--- src/rtl/dram_bank_row_latency_assert.svh ---
// Assertion macros used by the RTL that checks itself.
// Clocked on i_clk, disabled while i_rst_n is low.
`ifndef DRAM_BANK_ROW_LATENCY_ASSERT_SVH
`define DRAM_BANK_ROW_LATENCY_ASSERT_SVH

`ifndef SYNTHESIS
// Check that cond holds at every clock edge.
`define DBRL_ASSERT_ALWAYS(label, cond) \
    label: assert property (@(posedge i_clk) disable iff (!i_rst_n) (cond)) \
        else $error("dbrl assertion failed");
// Check that cons holds in the cycle after ante.
`define DBRL_ASSERT_NEXT(label, ante, cons) \
    label: assert property (@(posedge i_clk) disable iff (!i_rst_n) (ante) |=> (cons)) \
        else $error("dbrl assertion failed");
`else
`define DBRL_ASSERT_ALWAYS(label, cond)
`define DBRL_ASSERT_NEXT(label, ante, cons)
`endif

`endif

--- src/rtl/dbrl_pkg.sv ---
`timescale 1ns / 1ps
`default_nettype none

package dbrl_pkg;

    typedef enum logic [1:0] {
        KIND_WRITE = 2'd0,
        KIND_READ  = 2'd1
    } t_kind;

    typedef enum logic [1:0] {
        STATUS_OK       = 2'd0,
        STATUS_CMD_ERR  = 2'd1,
        STATUS_ADDR_ERR = 2'd2
    } t_status;

    typedef enum logic [1:0] {
        ROW_NONE  = 2'd0,
        ROW_FIRST = 2'd1,
        ROW_HIT   = 2'd2,
        ROW_MISS  = 2'd3
    } t_row_case;

    localparam int unsigned BANK_LSB   = 13;
    localparam int unsigned ROW_LSB    = 15;
    localparam int unsigned WR_SHIFT   = 3;
    localparam int unsigned RD_SHIFT   = 2;
    localparam int unsigned LIMIT_BITS = 33;
    localparam int unsigned CYC_BITS   = 15;
    localparam logic [CYC_BITS-1:0] CYCLES_MAX = 15'h7FFF;

    localparam int unsigned CFG_ADDR_BITS = 5;
    localparam int unsigned CFG_DATA_BITS = 64;
    localparam logic [1:0] REG_CAS   = 2'd0;
    localparam logic [1:0] REG_RCD   = 2'd1;
    localparam logic [1:0] REG_RP    = 2'd2;
    localparam logic [1:0] REG_LIMIT = 2'd3;

    typedef struct packed {
        logic [3:0]            cas;
        logic [3:0]            rcd;
        logic [3:0]            rp;
        logic [LIMIT_BITS-1:0] limit;
    } t_timing;

    typedef struct packed {
        logic open;
        logic hit;
    } t_bank_look;

    typedef struct packed {
        logic [CYC_BITS-1:0] cycles;
        t_status             status;
        t_row_case           row_case;
        logic                update;
    } t_cost_res;

endpackage

`default_nettype wire

--- src/rtl/dbrl_cost.sv ---
`timescale 1ns / 1ps
`default_nettype none

module dbrl_cost #(
    parameter int unsigned ADDRESS_BITS = 32,
    parameter int unsigned LENGTH_BITS  = 16
) (
    input  wire logic [1:0]              i_kind,
    input  wire logic [ADDRESS_BITS-1:0] i_address,
    input  wire logic [LENGTH_BITS-1:0]  i_length,
    input  wire dbrl_pkg::t_timing       i_timing,
    input  wire dbrl_pkg::t_bank_look    i_look,
    output dbrl_pkg::t_cost_res          o_res
);
    import dbrl_pkg::*;

    localparam int unsigned CMPW = (ADDRESS_BITS > LIMIT_BITS) ? ADDRESS_BITS : LIMIT_BITS;
    localparam int unsigned CW   = LENGTH_BITS + 2;
    localparam int unsigned SW   = (CW > CYC_BITS + 1) ? CW : CYC_BITS + 1;

    logic          addr_err;
    logic [CW-1:0] wr_sum;
    logic [CW-1:0] rd_base;
    logic [CW-1:0] rd_act;
    logic [CW-1:0] rd_miss;
    logic [CW-1:0] sel_sum;
    logic [SW-1:0] sel_ext;

    assign addr_err = CMPW'(i_address) >= CMPW'(i_timing.limit);

    // Write: length/8 + length%8; read: length/4 + length%4 + CAS.
    assign wr_sum  = CW'(i_length >> WR_SHIFT) + CW'(i_length[WR_SHIFT-1:0]);
    assign rd_base = CW'(i_length >> RD_SHIFT) + CW'(i_length[RD_SHIFT-1:0])
                   + CW'(i_timing.cas);
    assign rd_act  = rd_base + CW'(i_timing.rcd);
    assign rd_miss = rd_act + CW'(i_timing.rp);

    always_comb begin
        o_res.status   = STATUS_OK;
        o_res.row_case = ROW_NONE;
        o_res.update   = 1'b0;
        sel_sum        = '0;
        if (addr_err) begin
            o_res.status = STATUS_ADDR_ERR;
        end else begin
            case (i_kind)
                KIND_WRITE: begin
                    sel_sum      = wr_sum;
                    o_res.update = 1'b1;
                end
                KIND_READ: begin
                    o_res.update = 1'b1;
                    if (!i_look.open) begin
                        sel_sum        = rd_act;
                        o_res.row_case = ROW_FIRST;
                    end else if (i_look.hit) begin
                        sel_sum        = rd_base;
                        o_res.row_case = ROW_HIT;
                    end else begin
                        sel_sum        = rd_miss;
                        o_res.row_case = ROW_MISS;
                    end
                end
                default: begin
                    o_res.status = STATUS_CMD_ERR;
                end
            endcase
        end
        // Saturate at the largest count the result field holds.
        sel_ext = SW'(sel_sum);
        if (sel_ext > SW'(CYCLES_MAX)) begin
            o_res.cycles = CYCLES_MAX;
        end else begin
            o_res.cycles = sel_ext[CYC_BITS-1:0];
        end
    end

endmodule

`default_nettype wire

--- src/rtl/dram_bank_row_latency.sv ---
// Each request is registered in the input stage, then its result in the result
// stage. Throughput: one request per cycle unless the result side stalls; the
// bank table read, row compare and update happen together as the request moves on.
// Reset (synchronous, active low): empty pipeline, all banks closed, timing
// registers at CAS 2, RAS-to-CAS 2, precharge 3, memory limit 0x10000.
`timescale 1ns / 1ps
`default_nettype none

`include "dram_bank_row_latency_assert.svh"

module dram_bank_row_latency #(
    parameter int unsigned ADDRESS_BITS = 32,
    parameter int unsigned LENGTH_BITS  = 16
) (
    input  wire logic                               i_clk,
    input  wire logic                               i_rst_n,
    // request channel
    input  wire logic                               i_in_valid,
    output logic                                    o_in_ready,
    input  wire logic [1:0]                         i_kind,
    input  wire logic [ADDRESS_BITS-1:0]            i_address,
    input  wire logic [LENGTH_BITS-1:0]             i_length,
    // result channel
    output logic                                    o_out_valid,
    input  wire logic                               i_out_ready,
    output logic [dbrl_pkg::CYC_BITS-1:0]           o_cycles,
    output logic [1:0]                              o_status,
    output logic [1:0]                              o_row_case,
    // configuration port
    input  wire logic                               psel,
    input  wire logic                               penable,
    input  wire logic                               pwrite,
    input  wire logic [dbrl_pkg::CFG_ADDR_BITS-1:0] paddr,
    input  wire logic [dbrl_pkg::CFG_DATA_BITS-1:0] pwdata,
    output logic [dbrl_pkg::CFG_DATA_BITS-1:0]      prdata,
    output logic                                    pready
);
    import dbrl_pkg::*;

    localparam int unsigned ROW_BITS = ADDRESS_BITS - ROW_LSB;

    // Timing registers.
    t_timing r_timing;
    logic    cfg_wr;
    logic [1:0] cfg_idx;

    // Input stage: holds the request being costed.
    logic                    r_s1_valid;
    logic [1:0]              r_kind;
    logic [ADDRESS_BITS-1:0] r_addr;
    logic [LENGTH_BITS-1:0]  r_len;

    // Result stage.
    logic                r_out_valid;
    logic [CYC_BITS-1:0] r_cycles;
    t_status             r_status;
    t_row_case           r_row_case;

    // Bank table: open flags reset, rows only read while the bank is open.
    logic [3:0]          r_bank_open;
    logic [ROW_BITS-1:0] r_bank_row [4];

    logic                s1_adv;
    logic                s1_fire;
    logic [1:0]          bank;
    logic [ROW_BITS-1:0] row;
    t_bank_look          look;
    t_cost_res           res;
    logic                out_err_clean;

    // The result stage frees up when empty or when its result is taken.
    assign s1_adv     = !r_out_valid || i_out_ready;
    assign s1_fire    = r_s1_valid && s1_adv;
    assign o_in_ready = !r_s1_valid || s1_adv;

    // Bank from address bits 14:13, row from bit 15 up.
    assign bank = r_addr[BANK_LSB+1:BANK_LSB];
    assign row  = r_addr[ADDRESS_BITS-1:ROW_LSB];

    assign look.open = r_bank_open[bank];
    assign look.hit  = (r_bank_row[bank] == row);

    dbrl_cost #(
        .ADDRESS_BITS(ADDRESS_BITS),
        .LENGTH_BITS (LENGTH_BITS)
    ) u_cost (
        .i_kind   (r_kind),
        .i_address(r_addr),
        .i_length (r_len),
        .i_timing (r_timing),
        .i_look   (look),
        .o_res    (res)
    );

    // Configuration: register i at byte address 8*i, write on the access phase.
    assign pready  = 1'b1;
    assign cfg_wr  = psel && penable && pwrite && pready;
    assign cfg_idx = paddr[CFG_ADDR_BITS-1:CFG_ADDR_BITS-2];

    always_ff @(posedge i_clk) begin
        if (!i_rst_n) begin
            r_timing.cas   <= 4'd2;
            r_timing.rcd   <= 4'd2;
            r_timing.rp    <= 4'd3;
            r_timing.limit <= LIMIT_BITS'(65536);
        end else if (cfg_wr) begin
            case (cfg_idx)
                REG_CAS:   r_timing.cas   <= pwdata[3:0];
                REG_RCD:   r_timing.rcd   <= pwdata[3:0];
                REG_RP:    r_timing.rp    <= pwdata[3:0];
                REG_LIMIT: r_timing.limit <= pwdata[LIMIT_BITS-1:0];
                default:   r_timing       <= r_timing;
            endcase
        end
    end

    always_comb begin
        case (cfg_idx)
            REG_CAS:   prdata = CFG_DATA_BITS'(r_timing.cas);
            REG_RCD:   prdata = CFG_DATA_BITS'(r_timing.rcd);
            REG_RP:    prdata = CFG_DATA_BITS'(r_timing.rp);
            REG_LIMIT: prdata = CFG_DATA_BITS'(r_timing.limit);
            default:   prdata = '0;
        endcase
    end

    // Input stage: load a new request whenever the stage is free.
    always_ff @(posedge i_clk) begin
        if (!i_rst_n) begin
            r_s1_valid <= 1'b0;
        end else if (o_in_ready) begin
            r_s1_valid <= i_in_valid;
        end
    end

    always_ff @(posedge i_clk) begin
        if (i_in_valid && o_in_ready) begin
            r_kind <= i_kind;
            r_addr <= i_address;
            r_len  <= i_length;
        end
    end

    // Result stage: advance when the slot frees, hold while stalled.
    always_ff @(posedge i_clk) begin
        if (!i_rst_n) begin
            r_out_valid <= 1'b0;
        end else if (s1_adv) begin
            r_out_valid <= r_s1_valid;
        end
    end

    always_ff @(posedge i_clk) begin
        if (s1_fire) begin
            r_cycles   <= res.cycles;
            r_status   <= res.status;
            r_row_case <= res.row_case;
        end
    end

    // Bank table update in the same cycle the request moves to the result.
    always_ff @(posedge i_clk) begin
        if (!i_rst_n) begin
            r_bank_open <= '0;
        end else if (s1_fire && res.update) begin
            r_bank_open[bank] <= 1'b1;
        end
    end

    always_ff @(posedge i_clk) begin
        if (s1_fire && res.update) begin
            r_bank_row[bank] <= row;
        end
    end

    assign o_out_valid = r_out_valid;
    assign o_cycles    = r_cycles;
    assign o_status    = r_status;
    assign o_row_case  = r_row_case;

    assign out_err_clean = (r_status == STATUS_OK)
                         || (r_cycles == '0 && r_row_case == ROW_NONE);

    // Errors cost nothing and carry no row case.
    `DBRL_ASSERT_ALWAYS(a_err_zero, !r_out_valid || out_err_clean)
    // A request leaving the input stage always shows up as a result.
    `DBRL_ASSERT_NEXT(a_fire_result, s1_fire, r_out_valid)
    // An accepted write or read leaves its bank open.
    `DBRL_ASSERT_NEXT(a_bank_opened, s1_fire && res.update, r_bank_open[$past(bank)])

endmodule

`default_nettype wire

--- config.mk ---
export PLATFORM = sky130hd
export DESIGN_NAME = dram_bank_row_latency
export DESIGN_NICKNAME = d
export VERILOG_FILES = /design/src/rtl/dbrl_pkg.sv /design/src/rtl/dbrl_cost.sv /design/src/rtl/dram_bank_row_latency.sv
export VERILOG_INCLUDE_DIRS = /design/src /design/src/rtl
export SDC_FILE = /design/constraint.sdc
export NUM_CORES = 1
export LEC_CHECK = 0
export BUFFER_PORTS_ARGS = -buffer_cell sky130_fd_sc_hd__buf_2
export CAP_MARGIN = 20
export CORE_ASPECT_RATIO = 1.5
export CORE_MARGIN = 2
export CORE_UTILIZATION = 56
export CTS_CLUSTER_SIZE = 12
export DETAILED_ROUTE_END_ITERATION = 7
export PLACE_DENSITY = 0.91
export SETUP_SLACK_MARGIN = 0.5
export SYNTH_ARGS = -nofsm -noshare
export SYNTH_HDL_FRONTEND = slang
export SYNTH_SLANG_ARGS = --single-unit
--- constraint.sdc ---
create_clock -name i_clk -period 5.4 [get_ports i_clk]
set_clock_uncertainty 0.2 [all_clocks]
set_input_delay 0.54 -clock i_clk [delete_from_list [all_inputs] [get_ports i_clk]]
set_output_delay 0.54 -clock i_clk [all_outputs]
set_load 0.1 [all_outputs]
==> out/summary.txt, run 1 <==
FINISH
-----------------------------------------------------------------------------------------------------------------
Fraction of final layout cells sized beyond drive strength 1                                                0.249
Post-layout instance count excluding filler cells                                                            1272
Number of nets in the finished design                                                                        1223
Synth-to-layout area growth                                                                                 15.2%
Leading cell types in the layout, fill and taps excluded                                             sky130_fd_sc_hd__buf_2 (145), sky130_fd_sc_hd__edfxtp_1 (137), sky130_fd_sc_hd__nand2_1 (98)
Most common cell after layout, fill and taps aside                                                   sky130_fd_sc_hd__buf_2
Final cell utilization of the core                                                                          0.661

YOSYS
-----------------------------------------------------------------------------------------------------------------
Number of enable-type register cells in the synthesized netlist                                               137
Share of cell area taken by muxes after synthesis                                                          0.0677
Arithmetic-cell share of the synthesized area counting full adders, half adders and majority gates         0.0702
Synthesis warning total                                                                                         0
Post-synthesis share of cell area spent on xor and xnor gates                                              0.0610
Mean instance size in the synthesized netlist                                                            11.4 um2
Most used DFF post-synth                                                                             sky130_fd_sc_hd__edfxtp_1
Combinational family with the most area after synthesis                                              simple AND/OR/NAND/NOR gates
Area share of and/or/nand/nor cells after synthesis                                                         0.133
Post-synthesis sequential element count                                                                       190
Post-synthesis compound-gate area fraction                                                                  0.109
Number of distinct library cells after synthesis                                                               79
Sequential area share after synthesis                                                                       0.501
FFs w/ async S/R, synth                                                                                         0
Total standard cell area after synthesis                                                                10300 um2
Cells after synthesis                                                                                         904

CLOCK NETWORK
-----------------------------------------------------------------------------------------------------------------
Max Buffers Root-to-Sink                                                                                        2
Clk root buf                                                                                         sky130_fd_sc_hd__clkbuf_16
Number of buffers added by the clock tree synthesis step                                                       17
Clock-pin slew on the worst setup and hold paths                                                          0.08 ns
Total number of clock tree sinks                                                                              190
CTS tree                                                                                                    built
Clock insertion delay at the later pin of the skew report                                                 0.45 ns
H-tree Lvls                                                                                                     4

GLOBAL ROUTE
-----------------------------------------------------------------------------------------------------------------
Grt ovf                                                                                                         0
Largest net degree at the start of global routing                                                              52
Wire length of the first global-routing pass                                                             37500 um
GRT Util Overall                                                                                            0.249
Vias in the first global route                                                                               7547
Antenna violations before repair                                                                                1

STATUS
-----------------------------------------------------------------------------------------------------------------
Result of the run                                                                                    finished, final reports clean

WORST SETUP PATH
-----------------------------------------------------------------------------------------------------------------
Largest driver fanout on the critical path                                                                      7
Critical path data arrival time                                                                           4.83 ns
Crit path kind                                                                                       register to register
CP Capture Type                                                                                          register
Worst path required time                                                                                  5.40 ns
Type of element launching the critical path                                                              register

STA
-----------------------------------------------------------------------------------------------------------------
Total setup violations reported at the end of the flow                                                          0
Final min period                                                                                          4.83 ns
Worst max-slew margin expressed relative to the limit                                                       0.381
Slew @ Worst Pin                                                                                         0.929 ns
Number of pins exceeding their max-slew limit in the final report                                               0
Setup_tns                                                                                                    0 ns
Number of hold violations in the final report                                                                   0
Maximum clock frequency                                                                                 0.207 GHz
RSZ-0062 raised after global routing                                                                        false
Crit share post-route                                                                                       0.895

FLOORPLANNING
-----------------------------------------------------------------------------------------------------------------
X dimension of the die                                                                                     115 um
Die boundary height                                                                                        170 um
Overall die area                                                                                        19600 um2
Initial cell density of the core                                                                            0.574
Std cell rows                                                                                                  60
I/O pins                                                                                                      212
Core footprint                                                                                          18000 um2

DETAILED ROUTING
-----------------------------------------------------------------------------------------------------------------
Initial DRT Pass Iterations                                                                                     8
Detailed Route WL                                                                                        25100 um
Routed length on met3                                                                                     1670 um
Highest metal layer used by the detailed router                                                              met4
Average wire per cell in the routed design                                                                19.7 um
Number of remaining DRC errors                                                                                  0
Met1 Wirelength                                                                                           9190 um
Antenna-violating nets left                                                                                     0
Total number of vias                                                                                         7713
First-iteration detailed-routing DRC count                                                                    571
WL met2                                                                                                  13200 um
Average vias per placed instance                                                                             6.06

PWR
-----------------------------------------------------------------------------------------------------------------
Total power                                                                                               3.74 mW
Leakage power figure                                                                                      4.67 nW
Power density normalized to cell area                                                                  314 nW/um2
Worst supply voltage drop on vdd                                                                           224 uV

MIN PATH
-----------------------------------------------------------------------------------------------------------------
Worst hold path type                                                                                 input pin to register

PLACEMENT
-----------------------------------------------------------------------------------------------------------------
Final weighted congestion of routability-driven global placement                                            0.912
Placed Instances                                                                                             1234
Port bufs                                                                                                     145
DP Wirelength                                                                                            16900 um

JOB
-----------------------------------------------------------------------------------------------------------------
Max cap viols                                                                                                   0

[metrics by stage]
step                      instance area [um2]  hold WS, ns  worst slack [ns]
final                                   11900       0.0631             0.566
after global placement                  11100        0.242             0.539
after detailed placement                11100        0.250             0.383
after global routing                    11900       0.0475             0.341
after CTS                               11800       0.0567             0.504
after floorplan                         10500        0.235             0.749
[power breakdown]
group,switching [mW],internal (mW)
clock network,0.593,0.792
registers,0.0507,1.61
logic,0.466,0.232
total,1.11,2.63
[critical path, stage by stage, from the launching register on]
cell and delay, ns:
sky130_fd_sc_hd__edfxtp_1 0.47, sky130_fd_sc_hd__ha_1 0.39, sky130_fd_sc_hd__a21o_1 0.21, sky130_fd_sc_hd__nand2_1 0.11
sky130_fd_sc_hd__xnor2_1 0.29, sky130_fd_sc_hd__ha_1 0.32, sky130_fd_sc_hd__and2_1 0.22, sky130_fd_sc_hd__a221oi_4 0.35
sky130_fd_sc_hd__a211o_1 0.27, sky130_fd_sc_hd__xor2_1 0.35, sky130_fd_sc_hd__and2_1 0.31, sky130_fd_sc_hd__o2111ai_2 0.21
sky130_fd_sc_hd__xnor2_2 0.32, sky130_fd_sc_hd__nor2_1 0.07, sky130_fd_sc_hd__mux2_2 0.27, sky130_fd_sc_hd__a31o_1 0.22
[state kept, by name (all words and copies together), names as in the netlist, named ones only]
register / cells
r_bank_row: 68
r_timing: 45
r_addr: 32
r_len: 16
o_cycles: 15
r_bank_open: 4
o_row_case: 2
o_status: 2
r_kind: 2
o_out_valid: 1
r_s1_valid: 1
[cell families (layout without fill, tap and decap cells)]
group | count (synthesis) | count (layout)
simple gates | 270 | 270
buf+inv | 119 | 239
flops | 190 | 190
compound gates | 158 | 158
mux | 43 | 43
fa+ha+maj | 55 | 55
other cells | 2 | 33
xor+xnor | 67 | 67
[path summary, 6_finish.rpt]
path / startpoint / to / slack, ns / cells after the start
min: i_address[22] / r_addr[22] / 0.06 / 1
max: r_len[1] / o_cycles[11] / 0.57 / 15
max reg2reg: r_len[1] / o_cycles[11] / 0.57 / 15
min reg2reg: r_bank_open[0] / r_bank_open[0] / 0.27 / 1
[timing repair]
| action | in CTS | in global routing |
|---|---|---|
| endpoints found under the setup margin | 4 | 10 |
| pin swaps | 1 | 5 |
| setup buffers | 0 | 5 |
| gates resized for setup | 3 | 18 |
| hold buffers | 0 | 0 |
[cells in the mapped netlist, types with 3 or more instances]
cell                       number  area [um2]
sky130_fd_sc_hd__o21a_1         8        60.1
sky130_fd_sc_hd__and2_1         4        25.0
sky130_fd_sc_hd__nand2_1       99         372
sky130_fd_sc_hd__inv_1         48         180
sky130_fd_sc_hd__mux2_2         5        56.3
sky130_fd_sc_hd__nand4_1       13        81.3
sky130_fd_sc_hd__o21ai_0       18        90.1
sky130_fd_sc_hd__xor2_1        19         166
sky130_fd_sc_hd__nor2_1        45         169
sky130_fd_sc_hd__and4_1         4        35.0
sky130_fd_sc_hd__a21oi_1       25         125
sky130_fd_sc_hd__edfxtp_1     137        4110
sky130_fd_sc_hd__buf_6          3        33.8
sky130_fd_sc_hd__a211oi_1      15         113
sky130_fd_sc_hd__xnor2_1       43         377
sky130_fd_sc_hd__buf_4         32         240
sky130_fd_sc_hd__nor3_1        10        50.1
sky130_fd_sc_hd__nor4_2         3        37.5
sky130_fd_sc_hd__clkbuf_1      28         105
sky130_fd_sc_hd__nor2b_1       15        93.8
sky130_fd_sc_hd__o211ai_1       5        37.5
sky130_fd_sc_hd__mux4_2        21         473
sky130_fd_sc_hd__a21o_1        16         120
sky130_fd_sc_hd__xnor2_2        4        65.1
sky130_fd_sc_hd__buf_2          5        25.0
sky130_fd_sc_hd__o22ai_1        4        25.0
sky130_fd_sc_hd__nand3_1       14        70.1
sky130_fd_sc_hd__mux2i_1       17         170
sky130_fd_sc_hd__nand2b_1       6        37.5
sky130_fd_sc_hd__dfxtp_1       53        1060
sky130_fd_sc_hd__ha_1          50         626
sky130_fd_sc_hd__nor4_1         7        43.8
sky130_fd_sc_hd__a31oi_1        6        37.5
sky130_fd_sc_hd__and3_1        32         200
sky130_fd_sc_hd__fa_1           5         100
sky130_fd_sc_hd__nand3b_1       3        22.5
sky130_fd_sc_hd__a21boi_0      32         240
[per-layer routing]
layer  up-vias  GRT usage
met5         -          0
met4         0      0.114
met3        94     0.0509
met2       419      0.446
met1      3688      0.283
li1       3512          -
[area by class of cell]
class	count	area, um2
Fill cell	1264	6100
Sequential cell	190	5170
Multi-Input combinational cell	625	4790
Timing Repair Buffer	159	843
Clock buffer	17	425
Tap cell	217	272
Clock inverter	14	219
Inverter	49	184
Antenna cell	1	2.50
Note: power is estimated with default switching activity, not from simulation.
==> inputs of run 2 (changes only) <==
ABC_AREA = 1   (was unset)
CAP_MARGIN = unset   (was 20)
CORE_UTILIZATION = 55   (was 56)
PLACE_DENSITY = 0.9   (was 0.91)
==> run 2 against run 1 <==
Via count rose by 13%. Routed wire length increased by 4.8%. Synthesized cell count is 27% higher. Global-route usage rose by 1.4 points. Die area rose by 0.69%. Final cell count up 23%. Power shrank 3.2%. Largest power group unchanged. Core utilization shrank 1.5 points. Non-clock buffer count is 6 higher. Largest cell class unchanged.
==> out/summary.txt, run 2 <==
STATUS
--------------------------------------------------------------------------------
Result of the run                                                   finished, final reports clean

DETAILED ROUTING
--------------------------------------------------------------------------------
Initial DRT Pass Iterations                                                    6
Number of remaining DRC errors                                                 0
Antenna-violating nets left                                                    0
Detailed Route WL                                                       26300 um
Average vias per placed instance                                            5.56
Average wire per cell in the routed design                               16.8 um
First-iteration detailed-routing DRC count                                  1008
Total number of vias                                                        8685

CLOCK NETWORK
--------------------------------------------------------------------------------
Clk root buf                                                        sky130_fd_sc_hd__clkbuf_16
Clock-pin slew on the worst setup and hold paths                         0.08 ns
Number of buffers added by the clock tree synthesis step                      17
Hold-fix buffers, CTS                                                          0
CTS tree                                                                   built
Total number of clock tree sinks                                             190
H-tree Lvls                                                                    4
Max Buffers Root-to-Sink                                                       2
Clock insertion delay at the later pin of the skew report                0.44 ns

STA
--------------------------------------------------------------------------------
RSZ-0062 raised after global routing                                        true
Crit share post-route                                                      0.886
Setup_tns                                                                   0 ns
Final min period                                                         4.78 ns
Total setup violations reported at the end of the flow                         0
Number of hold violations in the final report                                  0
Number of pins exceeding their max-slew limit in the final report              0
Fin Hold WS                                                            0.0689 ns
Slew @ Worst Pin                                                        0.976 ns
Maximum clock frequency                                                0.209 GHz
Worst max-slew margin expressed relative to the limit                      0.347

YOSYS
--------------------------------------------------------------------------------
Post-synthesis sequential element count                                      190
Cell taking the most area after synthesis                           sky130_fd_sc_hd__edfxtp_1
Mean instance size in the synthesized netlist                           8.94 um2
Proportion of netlist area held by the largest area contributor            0.402
Leading post-synthesis cells by cell area                           sky130_fd_sc_hd__edfxtp_1 (40%), sky130_fd_sc_hd__dfxtp_1 (10%), sky130_fd_sc_hd__nand2_1 (7.5%), sky130_fd_sc_hd__ha_1 (6.1%), sky130_fd_sc_hd__nor2_1 (4.7%)
Number of enable-type register cells in the synthesized netlist              137
Total standard cell area after synthesis                               10200 um2
Synth top cells by count                                            sky130_fd_sc_hd__nand2_1 (204), sky130_fd_sc_hd__edfxtp_1 (137), sky130_fd_sc_hd__nor2_1 (127), sky130_fd_sc_hd__inv_1 (112), sky130_fd_sc_hd__nand3_1 (91)
Sequential area share after synthesis                                      0.506
Most used DFF post-synth                                            sky130_fd_sc_hd__edfxtp_1
FFs w/ async S/R, synth                                                        0
Cells after synthesis                                                       1144
Number of distinct library cells after synthesis                              49
Most used standard cell by instance count after synthesis           sky130_fd_sc_hd__nand2_1
Synthesis warning total                                                        0

PWR
--------------------------------------------------------------------------------
Worst supply voltage drop on vdd                                          348 uV
Total power                                                              3.62 mW
Power density normalized to cell area                                 305 nW/um2
Leakage power figure                                                     4.99 nW

GLOBAL ROUTE
--------------------------------------------------------------------------------
GRT Util Overall                                                           0.263
Wire length of the first global-routing pass                            39900 um
Largest net degree at the start of global routing                             55
Grt ovf                                                                        0
Antenna violations before repair                                               2
Vias in the first global route                                              8309

FLOORPLANNING
--------------------------------------------------------------------------------
X dimension of the die                                                    115 um
Std cell rows                                                                 61
I/O pins                                                                     212
Die boundary height                                                       171 um
Core footprint                                                         18400 um2
Initial cell density of the core                                           0.556
Overall die area                                                       19700 um2

WORST SETUP PATH
--------------------------------------------------------------------------------
Worst path required time                                                 5.39 ns
Top Family by Delay on Critical Path                                simple AND/OR/NAND/NOR gates
Most frequent CP cell                                               sky130_fd_sc_hd__nor2_2
Critical path data arrival time                                          4.77 ns
Crit path kind                                                      register to register
Cell count of the worst reg-to-reg path                                       27
CP Capture Type                                                         register
Critical path depth                                                           27
Maximum cell stage delay along the critical path                         0.45 ns
Highest-delay cell along the critical path                          sky130_fd_sc_hd__edfxtp_1
Largest driver fanout on the critical path                                     4
Crit path buffers/inverters                                                    2
Type of element launching the critical path                             register

PLACEMENT
--------------------------------------------------------------------------------
Final weighted congestion of routability-driven global placement           0.962
Area post-placement                                                    11100 um2
Port bufs                                                                    145
DP Wirelength                                                           18700 um

FINISH
--------------------------------------------------------------------------------
Filler instances                                                            1453
Number of flip-flops in the largest register                                  68
Fraction of final layout cells sized beyond drive strength 1               0.205
Register name with the most flops                                     r_bank_row
Synth-to-layout area growth                                                16.2%
Largest registers                                                   r_bank_row (68), r_timing (45), r_addr (32)
Leading cell types in the layout, fill and taps excluded            sky130_fd_sc_hd__nand2_1 (200), sky130_fd_sc_hd__buf_2 (145), sky130_fd_sc_hd__edfxtp_1 (137)
Most common cell after layout, fill and taps aside                  sky130_fd_sc_hd__nand2_1
Number of nets in the finished design                                       1476
Post-layout instance area                                              11900 um2

JOB
--------------------------------------------------------------------------------
Max cap viols                                                                  0

MIN PATH
--------------------------------------------------------------------------------
Cells on Worst Hold Path                                                       1
Worst hold path type                                                input pin to register

-- run 2: report_power, final --
part	total (mW)	switching, mW	internal [mW]	leakage [nW]
Combinational	0.743	0.516	0.227	3.00
Clock	1.23	0.614	0.614	0.272
Sequential	1.65	0.0399	1.61	1.71
-- run 2: repair_timing --
| item | CTS | global route |
|---|---|---|
| pin swaps | 3 | 18 |
| resized for setup | 1 | 29 |
| setup buffers | 2 | 10 |
| setup endpoints to repair | 3 | 8 |
-- run 2: logic make-up after synthesis --
family | synth area share
compound gates | 0.115
xor+xnor | 0.0215
fa+ha+maj | 0.0710
buf+inv | 0.0831
flops | 0.506
other cells | 0.000734
simple gates | 0.203
-- run 2: area by class of cell --
class | instances | area [um2] | area share
antenna | 2 | 5.00 | 0.000421
timing repair buffer | 165 | 880 | 0.0740
clock buffer | 17 | 425 | 0.0358
tap | 252 | 315 | 0.0265
multi-input combinational | 794 | 4450 | 0.374
sequential | 190 | 5170 | 0.436
inverter | 127 | 477 | 0.0401
clock inverter | 15 | 155 | 0.0131
-- run 2: path summary, 6_finish.rpt --
kind	from	end	slack [ns]
setup / recovery	r_len[2]	o_cycles[12]	0.62
hold / removal	i_address[23]	r_addr[23]	0.07
setup reg to reg	r_len[2]	o_cycles[12]	0.62
hold reg to reg	r_s1_valid	o_out_valid	0.28
-- run 2: through the flow --
step / setup WS, ns / instances / util
2_1_floorplan: 0.858 / 1174 / -
3_3_place_gp: 0.564 / 1516 / 0.602
3_5_place_dp: 0.412 / 1516 / 0.602
4_1_cts: 0.534 / 1550 / 0.634
5_1_grt: 0.332 / 1562 / 0.646
6_report: 0.615 / 1562 / 0.646
-- run 2: worst reg2reg max path, cell delays in order, from the launching register on --
cell and delay [ns]:
sky130_fd_sc_hd__edfxtp_1 0.45, sky130_fd_sc_hd__ha_4 0.20, sky130_fd_sc_hd__fa_2 0.39, sky130_fd_sc_hd__nor2_2 0.19, sky130_fd_sc_hd__nor2_4 0.06, sky130_fd_sc_hd__ha_4 0.31, sky130_fd_sc_hd__nand3_2 0.09, sky130_fd_sc_hd__nand3_4 0.08
sky130_fd_sc_hd__xor2_2 0.17, sky130_fd_sc_hd__ha_1 0.29, sky130_fd_sc_hd__inv_2 0.08, sky130_fd_sc_hd__xor2_1 0.13, sky130_fd_sc_hd__inv_1 0.10, sky130_fd_sc_hd__ha_4 0.30, sky130_fd_sc_hd__nand2_2 0.06, sky130_fd_sc_hd__nor2_2 0.09
sky130_fd_sc_hd__a211oi_2 0.05, sky130_fd_sc_hd__or2_1 0.25, sky130_fd_sc_hd__nor2_2 0.13, sky130_fd_sc_hd__nand2_2 0.09, sky130_fd_sc_hd__nor3_4 0.22, sky130_fd_sc_hd__nand3_2 0.13, sky130_fd_sc_hd__nor2_2 0.14, sky130_fd_sc_hd__nand2_1 0.07
sky130_fd_sc_hd__nand2_2 0.08, sky130_fd_sc_hd__nand2_1 0.05, sky130_fd_sc_hd__nand2_1 0.08, sky130_fd_sc_hd__a21oi_2 0.05
-- run 2: layer usage --
metal / share of wire / GRT usage / wire length [um]
met1: 0.36 / 0.296 / 9360
met2: 0.52 / 0.455 / 13600
met3: 0.064 / 0.0446 / 1680
met4: 0.061 / 0.168 / 1620
met5: 0 / 0 / 0
